--- config.mk ---
export PLATFORM = sky130hd
export DESIGN_NAME = capture_timestamp_period_stats
export DESIGN_NICKNAME = d
export VERILOG_FILES = /design/src/ctps_pkg.sv /design/src/capture_timestamp_period_stats.sv /design/src/ctps_front.sv /design/src/ctps_queue.sv /design/src/ctps_back.sv
export SDC_FILE = /design/constraint.sdc
export NUM_CORES = 2
export LEC_CHECK = 0
export ABC_AREA = 1
export BUFFER_PORTS_ARGS = -buffer_cell sky130_fd_sc_hd__buf_2
export CAP_MARGIN = 20
export CORE_MARGIN = 2
export CORE_UTILIZATION = 52
export DETAILED_ROUTE_END_ITERATION = 10
export PLACE_DENSITY_LB_ADDON = 0.25
export SETUP_SLACK_MARGIN = 0.15
export SYNTH_ARGS = -nofsm -noshare
export SYNTH_HDL_FRONTEND = slang
export SYNTH_SLANG_ARGS = --single-unit
--- constraint.sdc ---
create_clock -name i_clk -period 21 [get_ports i_clk]
set_clock_uncertainty 0.1 [all_clocks]
set_input_delay 0 -clock i_clk [delete_from_list [all_inputs] [get_ports i_clk]]
set_output_delay 0 -clock i_clk [all_outputs]
set_load 0.005 [all_outputs]
--- src/ctps_pkg.sv ---
// Shared types and constants for the capture timestamp period statistics block.
// No dependencies; imported by the front, queue, back and top-level modules.
`default_nettype none
package ctps_pkg;

    localparam int unsigned STAMP_W  = 64;
    localparam int unsigned PERIOD_W = 32;
    localparam int unsigned COUNT_W  = 16;
    localparam int unsigned RATIO_W  = 32;
    localparam int unsigned Q_SHIFT  = 16;
    localparam int unsigned PROD_W   = COUNT_W + RATIO_W;

    localparam logic REQ_EDGE  = 1'b0;
    localparam logic REQ_CLEAR = 1'b1;

    localparam logic [RATIO_W-1:0]  RATIO_RESET = 32'h0001_0000;
    localparam logic [PERIOD_W-1:0] PERIOD_ONES = 32'hFFFF_FFFF;

    typedef struct packed {
        logic               req_type;
        logic [STAMP_W-1:0] stamp;
    } t_evt;

    typedef struct packed {
        logic full;
        logic empty;
    } t_q_stat;

endpackage
`default_nettype wire

--- src/capture_timestamp_period_stats.sv ---
// Top level of the capture timestamp period statistics block.
// Instantiates ctps_front, ctps_queue and ctps_back; uses ctps_pkg.
//
// Accepts one request per clock while o_stall is low and delivers one
// result per request. A request is registered in the front stage (latch
// age times ratio), then passes a QUEUE_DEPTH-entry queue and the
// statistics update, whose result is held in the output register. The
// sustained rate of one item per cycle, when i_stall is low, is set by
// the statistics update. The ratio register is written through the
// configuration port and must only change while the block is idle.
`default_nettype none
module capture_timestamp_period_stats #(
    parameter int unsigned QUEUE_DEPTH = 2
) (
    input  wire logic                          i_clk,
    input  wire logic                          i_rst_n,
    input  wire logic                          i_valid,
    output logic                               o_stall,
    input  wire logic                          i_req_type,
    input  wire logic [ctps_pkg::COUNT_W-1:0]  i_captured_count,
    input  wire logic [ctps_pkg::COUNT_W-1:0]  i_counter_now,
    input  wire logic [ctps_pkg::STAMP_W-1:0]  i_base_now,
    output logic                               o_valid,
    input  wire logic                          i_stall,
    output logic [ctps_pkg::STAMP_W-1:0]       o_edge_stamp,
    output logic [ctps_pkg::PERIOD_W-1:0]      o_period_last,
    output logic [ctps_pkg::PERIOD_W-1:0]      o_period_low,
    output logic [ctps_pkg::PERIOD_W-1:0]      o_period_high,
    output logic [ctps_pkg::PERIOD_W-1:0]      o_edge_total,
    output logic                               o_period_valid,
    input  wire logic                          i_cfg_valid,
    output logic                               o_cfg_ready,
    input  wire logic [ctps_pkg::RATIO_W-1:0]  i_cfg_data
);
    import ctps_pkg::*;

    logic [RATIO_W-1:0] r_ratio_q16;
    t_evt               push_data;
    t_evt               pop_data;
    t_q_stat            q_stat;
    logic               q_push;
    logic               q_pop;

    assign o_cfg_ready = 1'b1;

    always_ff @(posedge i_clk) begin
        if (!i_rst_n) begin
            r_ratio_q16 <= RATIO_RESET;
        end else if (i_cfg_valid && o_cfg_ready) begin
            r_ratio_q16 <= i_cfg_data;
        end
    end

    ctps_front u_front (
        .i_clk            (i_clk),
        .i_rst_n          (i_rst_n),
        .i_valid          (i_valid),
        .o_stall          (o_stall),
        .i_req_type       (i_req_type),
        .i_captured_count (i_captured_count),
        .i_counter_now    (i_counter_now),
        .i_base_now       (i_base_now),
        .i_ratio_q16      (r_ratio_q16),
        .i_q_stat         (q_stat),
        .o_q_push         (q_push),
        .o_q_data         (push_data)
    );

    ctps_queue #(
        .DEPTH (QUEUE_DEPTH)
    ) u_queue (
        .i_clk   (i_clk),
        .i_rst_n (i_rst_n),
        .i_push  (q_push),
        .i_data  (push_data),
        .i_pop   (q_pop),
        .o_data  (pop_data),
        .o_stat  (q_stat)
    );

    ctps_back u_back (
        .i_clk          (i_clk),
        .i_rst_n        (i_rst_n),
        .i_q_data       (pop_data),
        .i_q_stat       (q_stat),
        .o_q_pop        (q_pop),
        .o_valid        (o_valid),
        .i_stall        (i_stall),
        .o_edge_stamp   (o_edge_stamp),
        .o_period_last  (o_period_last),
        .o_period_low   (o_period_low),
        .o_period_high  (o_period_high),
        .o_edge_total   (o_edge_total),
        .o_period_valid (o_period_valid)
    );

endmodule
`default_nettype wire

--- src/ctps_front.sv ---
// Front stage: accepts capture requests, scales the latch age by the ratio
// and forms the edge timestamp before pushing into the queue. Uses ctps_pkg.
`default_nettype none
module ctps_front (
    input  wire logic                          i_clk,
    input  wire logic                          i_rst_n,
    input  wire logic                          i_valid,
    output logic                               o_stall,
    input  wire logic                          i_req_type,
    input  wire logic [ctps_pkg::COUNT_W-1:0]  i_captured_count,
    input  wire logic [ctps_pkg::COUNT_W-1:0]  i_counter_now,
    input  wire logic [ctps_pkg::STAMP_W-1:0]  i_base_now,
    input  wire logic [ctps_pkg::RATIO_W-1:0]  i_ratio_q16,
    input  wire ctps_pkg::t_q_stat             i_q_stat,
    output logic                               o_q_push,
    output ctps_pkg::t_evt                     o_q_data
);
    import ctps_pkg::*;

    logic                 r_valid;
    logic                 n_valid;
    logic                 r_req_type;
    logic [STAMP_W-1:0]   r_base;
    logic [PERIOD_W-1:0]  r_scaled;
    logic [COUNT_W-1:0]   age;
    logic [PROD_W-1:0]    prod;
    logic                 accept;

    assign o_stall  = r_valid & i_q_stat.full;
    assign accept   = i_valid & ~o_stall;
    assign o_q_push = r_valid & ~i_q_stat.full;

    assign age  = i_counter_now - i_captured_count;
    assign prod = PROD_W'(age) * PROD_W'(i_ratio_q16);

    always_comb begin
        n_valid = accept | (r_valid & i_q_stat.full);
    end

    always_ff @(posedge i_clk) begin
        if (!i_rst_n) begin
            r_valid <= 1'b0;
        end else begin
            r_valid <= n_valid;
        end
    end

    always_ff @(posedge i_clk) begin
        if (accept) begin
            r_req_type <= i_req_type;
            r_base     <= i_base_now;
            r_scaled   <= prod[Q_SHIFT +: PERIOD_W];
        end
    end

    always_comb begin
        o_q_data.req_type = r_req_type;
        o_q_data.stamp    = r_base - STAMP_W'(r_scaled);
    end

endmodule
`default_nettype wire

--- src/ctps_queue.sv ---
// Small FIFO of classified requests between the front and the back stages.
// Uses ctps_pkg for the entry and status types.
`default_nettype none
module ctps_queue #(
    parameter int unsigned DEPTH = 2
) (
    input  wire logic            i_clk,
    input  wire logic            i_rst_n,
    input  wire logic            i_push,
    input  wire ctps_pkg::t_evt  i_data,
    input  wire logic            i_pop,
    output ctps_pkg::t_evt       o_data,
    output ctps_pkg::t_q_stat    o_stat
);
    import ctps_pkg::*;

    localparam int unsigned PTR_W = (DEPTH > 1) ? $clog2(DEPTH) : 1;
    localparam int unsigned CNT_W = $clog2(DEPTH + 1);
    localparam logic [PTR_W-1:0] PTR_LAST = PTR_W'(DEPTH - 1);
    localparam logic [CNT_W-1:0] CNT_FULL = CNT_W'(DEPTH);

    t_evt              r_mem [DEPTH];
    logic [PTR_W-1:0]  r_wr_ptr;
    logic [PTR_W-1:0]  r_rd_ptr;
    logic [CNT_W-1:0]  r_count;
    logic [PTR_W-1:0]  n_wr_ptr;
    logic [PTR_W-1:0]  n_rd_ptr;
    logic [CNT_W-1:0]  n_count;

    assign o_stat.full  = (r_count == CNT_FULL);
    assign o_stat.empty = (r_count == '0);
    assign o_data       = r_mem[r_rd_ptr];

    always_comb begin
        n_wr_ptr = r_wr_ptr;
        n_rd_ptr = r_rd_ptr;
        n_count  = r_count;
        if (i_push) begin
            n_wr_ptr = (r_wr_ptr == PTR_LAST) ? '0 : r_wr_ptr + 1'b1;
        end
        if (i_pop) begin
            n_rd_ptr = (r_rd_ptr == PTR_LAST) ? '0 : r_rd_ptr + 1'b1;
        end
        if (i_push && !i_pop) begin
            n_count = r_count + 1'b1;
        end else if (i_pop && !i_push) begin
            n_count = r_count - 1'b1;
        end
    end

    always_ff @(posedge i_clk) begin
        if (!i_rst_n) begin
            r_wr_ptr <= '0;
            r_rd_ptr <= '0;
            r_count  <= '0;
        end else begin
            r_wr_ptr <= n_wr_ptr;
            r_rd_ptr <= n_rd_ptr;
            r_count  <= n_count;
        end
    end

    always_ff @(posedge i_clk) begin
        if (i_push) begin
            r_mem[r_wr_ptr] <= i_data;
        end
    end

    a_no_push_full: assert property (@(posedge i_clk) disable iff (!i_rst_n)
        !(i_push && o_stat.full))
        else $error("queue push while full");

    a_no_pop_empty: assert property (@(posedge i_clk) disable iff (!i_rst_n)
        !(i_pop && o_stat.empty))
        else $error("queue pop while empty");

    a_count_bound: assert property (@(posedge i_clk) disable iff (!i_rst_n)
        r_count <= CNT_FULL)
        else $error("queue count beyond depth");

endmodule
`default_nettype wire

--- src/ctps_back.sv ---
// Back stage: applies queued requests to the period statistics and holds the
// result in an output register. Uses ctps_pkg.
`default_nettype none
module ctps_back (
    input  wire logic                           i_clk,
    input  wire logic                           i_rst_n,
    input  wire ctps_pkg::t_evt                 i_q_data,
    input  wire ctps_pkg::t_q_stat              i_q_stat,
    output logic                                o_q_pop,
    output logic                                o_valid,
    input  wire logic                           i_stall,
    output logic [ctps_pkg::STAMP_W-1:0]        o_edge_stamp,
    output logic [ctps_pkg::PERIOD_W-1:0]       o_period_last,
    output logic [ctps_pkg::PERIOD_W-1:0]       o_period_low,
    output logic [ctps_pkg::PERIOD_W-1:0]       o_period_high,
    output logic [ctps_pkg::PERIOD_W-1:0]       o_edge_total,
    output logic                                o_period_valid
);
    import ctps_pkg::*;

    logic [STAMP_W-1:0]   r_prev_stamp, n_prev_stamp;
    logic                 r_have_prev,  n_have_prev;
    logic [PERIOD_W-1:0]  r_last,       n_last;
    logic [PERIOD_W-1:0]  r_min,        n_min;
    logic [PERIOD_W-1:0]  r_max,        n_max;
    logic [PERIOD_W-1:0]  r_count,      n_count;
    logic                 r_out_valid;
    logic                 n_out_valid;
    logic [PERIOD_W-1:0]  period;

    assign o_q_pop = ~i_q_stat.empty & (~r_out_valid | ~i_stall);
    assign o_valid = r_out_valid;
    assign period  = i_q_data.stamp[PERIOD_W-1:0] - r_prev_stamp[PERIOD_W-1:0];

    always_comb begin
        n_prev_stamp = r_prev_stamp;
        n_have_prev  = r_have_prev;
        n_last       = r_last;
        n_min        = r_min;
        n_max        = r_max;
        n_count      = r_count;
        if (o_q_pop) begin
            unique case (i_q_data.req_type)
                REQ_CLEAR: begin
                    n_prev_stamp = '0;
                    n_have_prev  = 1'b0;
                    n_last       = '0;
                    n_min        = PERIOD_ONES;
                    n_max        = '0;
                    n_count      = '0;
                end
                REQ_EDGE: begin
                    if (r_have_prev) begin
                        n_last = period;
                        if (period < r_min) begin
                            n_min = period;
                        end
                        if (period > r_max) begin
                            n_max = period;
                        end
                    end
                    n_prev_stamp = i_q_data.stamp;
                    n_have_prev  = 1'b1;
                    n_count      = r_count + 1'b1;
                end
                default: begin
                    n_count = r_count;
                end
            endcase
        end
        n_out_valid = o_q_pop | (r_out_valid & i_stall);
    end

    always_ff @(posedge i_clk) begin
        if (!i_rst_n) begin
            r_prev_stamp <= '0;
            r_have_prev  <= 1'b0;
            r_last       <= '0;
            r_min        <= PERIOD_ONES;
            r_max        <= '0;
            r_count      <= '0;
            r_out_valid  <= 1'b0;
        end else begin
            r_prev_stamp <= n_prev_stamp;
            r_have_prev  <= n_have_prev;
            r_last       <= n_last;
            r_min        <= n_min;
            r_max        <= n_max;
            r_count      <= n_count;
            r_out_valid  <= n_out_valid;
        end
    end

    always_ff @(posedge i_clk) begin
        if (o_q_pop) begin
            o_edge_stamp   <= n_prev_stamp;
            o_period_last  <= n_last;
            o_period_low   <= n_min;
            o_period_high  <= n_max;
            o_edge_total   <= n_count;
            o_period_valid <= n_have_prev;
        end
    end

    a_clear_result: assert property (@(posedge i_clk) disable iff (!i_rst_n)
        (o_q_pop && i_q_data.req_type == REQ_CLEAR) |=>
            (o_valid && !o_period_valid && o_edge_total == '0))
        else $error("clear did not reset reported statistics");

    a_edge_count: assert property (@(posedge i_clk) disable iff (!i_rst_n)
        (o_q_pop && i_q_data.req_type == REQ_EDGE) |=>
            (r_count == $past(r_count) + 1'b1 && r_have_prev))
        else $error("edge count did not advance");

    a_no_prev_low: assert property (@(posedge i_clk) disable iff (!i_rst_n)
        (o_valid && !o_period_valid) |-> (o_period_low == PERIOD_ONES))
        else $error("minimum period set without a previous edge");

endmodule
`default_nettype wire
==> results.json <==
{
  "status": "finished, final reports clean",
  "fp-row-count": 112,
  "setup_viol": 0,
  "report.final.slew_viol_count": 0,
  "cts_buffer_depth": 3,
  "grt_pass1_vias": 40800,
  "slowest_delay_ns": 0.77,
  "fin_util_pct": 60.3,
  "die_h_um": 311,
  "num_io_pins": 330,
  "setup-tns-final_ns": 0,
  "dr.first_iter.drc_count": 3626,
  "hold_path_depth": 2,
  "synth_edf_count": 420,
  "place.gp.congestion": 0.970,
  "syn_area_um2": 49100,
  "num_vias": 40900,
  "via_per_inst": 5.31,
  "final_nets": 7195,
  "dp_hpwl_um": 106000,
  "cts_buffers": 71,
  "synth_top_area_share_pct": 25.7,
  "yosys-top-cells-area": "edfxtp_1, fa_1, nand2_1",
  "relSlewSlack_pct": 29.0,
  "root_buffer": "clkbuf_16",
  "grt_setup_unrepaired": "false",
  "cts.clk_slew.worst_paths_ns": 0.06,
  "path_depth": 31,
  "synth-main-ff-cell": "edfxtp_1",
  "antenna_found_initial": 2,
  "max_freq_mhz": 134,
  "drt_wl_total_um": 140000,
  "wl_per_cell_um": 18.3,
  "syn_inst": 5923,
  "critPathArrivalTime_ns": 7.78,
  "io_buffer_count": 328,
  "drc": 0,
  "area_growth_pct": 14.7,
  "critPathKind": "input port to register",
  "ant_nets": 0,
  "cts_sinks": 652,
  "yosysMostFrequentCell": "nand2_1",
  "critPathRequiredTime_ns": 21.32,
  "worstSetupEndpointType": "register",
  "crit_family": "adder cells",
  "core_area_um2": 93500,
  "yosys_warnings": 0,
  "start_util_pct": 52.5,
  "synth_commonest_cells": "nand2_1, inv_1, nor2_1",
  "synth-async-reset-ratio_pct": 0,
  "diodes": 0,
  "fill_cells": 8259,
  "ys_ff_latch": 652,
  "start_kind": "input port",
  "grt_overflow": 0,
  "avgSynthCellArea_um2": 8.29,
  "synthDistinctLibCells": 60,
  "die_area_um2": 96900,
  "grt_first_pass_wirelength_um": 222000,
  "regArea_um2": 17300,
  "grt_max_degree": 93,
  "htree_levels": 3,
  "maxCapViolCount": 0,
  "hp-class": "input port to register",
  "dr.pass1.iters": 6,
  "grtUsageTotal_pct": 29.2,
  "multiInputGateArea_um2": 26800,
  "min_period_ns": 7.46,
  "hold_ws_ns": 0.0250,
  "crit_fanout": 22,
  "yosys.area.top_type": "edfxtp_1",
  "hold_viol": 0,
  "insertion_delay_ns": 0.66,
  "crit_top_cell": "inv_1",
  "instances_no_fill": 7693,
  "cts_tree": "done",
  "drive_gt1_share_pct": 9.80,
  "crit_buf_inv": 9,
  "max_slew.worst_pin.slew_ns": 1.07,
  "synthesis.nets": 6738,
  "rr_worst_depth": 22,
  "period_share_pct": 35.5,
  "placedCellCount": 7352,
  "die_w_um": 311,
  "slowest_stage": "inv_1",
  "ys_seq_area_share_pct": 35.1
}
==> final timing paths <==
kind / startpoint / endpoint / slack, ns
worst max-delay path: i_counter_now[0] / u_front.r_scaled[30]$_DFFE_PP_ / 13.54
worst min-delay path: i_base_now[32] / u_front.r_base[32]$_DFFE_PP_ / 0.02
worst max register to register: r_ratio_q16[31]$_SDFFE_PN0P_ / u_front.r_scaled[31]$_DFFE_PP_ / 14.29
worst min register to register: u_queue.r_rd_ptr$_SDFFE_PN0P_ / register / 0.34
==> logic make-up (layout without fill, tap and decap cells) <==
family,Yosys count,count (layout),share of synthesized area [%]
AND/OR/NAND/NOR,2525,2525,21.6
multiplexers,1,1,0.0204
AO/OA/AOI/OAI,637,637,7.22
adder cells (fa/ha/maj),681,681,23.8
buffers and inverters,1330,1846,10.4
flip-flops,652,652,35.1
XOR/XNOR,96,96,1.80
other,1,1,0.00764
==> cell usage in the layout, fill, tap and decap left out, types with 19 or more instances in the layout <==
cell and count:
ha_1 261, o21ai_0 147, edfxtp_1 420, or2_2 45, fa_1 419, xnor2_1 30
nor3_1 51, nand4_1 41, a21oi_1 340, nor2_1 427, o211ai_1 35, nor2_2 29
dfxtp_1 231, buf_4 24, inv_1 1133, nor4_1 19, dlygate4sd3_1 208, nand2_1 1510
xor2_1 60, a21o_1 19, clkbuf_16 73, nand2_2 36, nand3b_1 24, nand3_1 307
buf_2 328
==> state kept, by name (all words and copies together), names as in the netlist, 2 cells and up, named ones only <==
register,count
u_back.o_period_high,32
u_front.r_scaled,32
u_back.o_edge_total,32
u_back.o_period_last,32
u_back.r_last,32
u_back.r_count,32
u_back.r_max,32
u_front.r_base,64
r_ratio_q16,32
u_queue.r_count,2
u_back.o_edge_stamp,64
u_back.r_min,32
u_back.o_period_low,32
u_back.r_prev_stamp,64
u_queue.r_mem,130
==> layer usage <==
layer  track usage, %  up-vias  wire length [um]
li1                 -    19500                 -
met1             39.6    19500             59700
met2             46.9     1571             64300
met3             5.47      315             11300
met4             10.7        4              5190
met5                0        -                27
==> layout make-up <==
class                      instances  share of cell area (%)
clock buffer                      93                    3.46
clock inverter                    39                   0.908
inverter                        1153                    7.71
multi-input combinational       3941                    47.5
sequential                       652                    30.6
tap                             1254                    2.79
timing repair buffer             561                    6.98
==> per-stage QoR <==
step | area [um2] | setup slack (ns)
2_1_floorplan | 49100 | 13.95
3_3_place_gp | 51800 | 13.14
3_5_place_dp | 51800 | 13.10
4_1_cts | 56300 | 13.79
5_1_grt | 56300 | 13.16
6_report | 56300 | 13.54
==> what timing repair did <==
action,4_1_cts,5_1_grt
hold endpoints to repair,173,0
hold buffers,208,0
resized for setup,0,0
buffers inserted,0,0
Power is not shown: default switching activity piles up to over one toggle a cycle in this logic, so the estimate is an artifact.
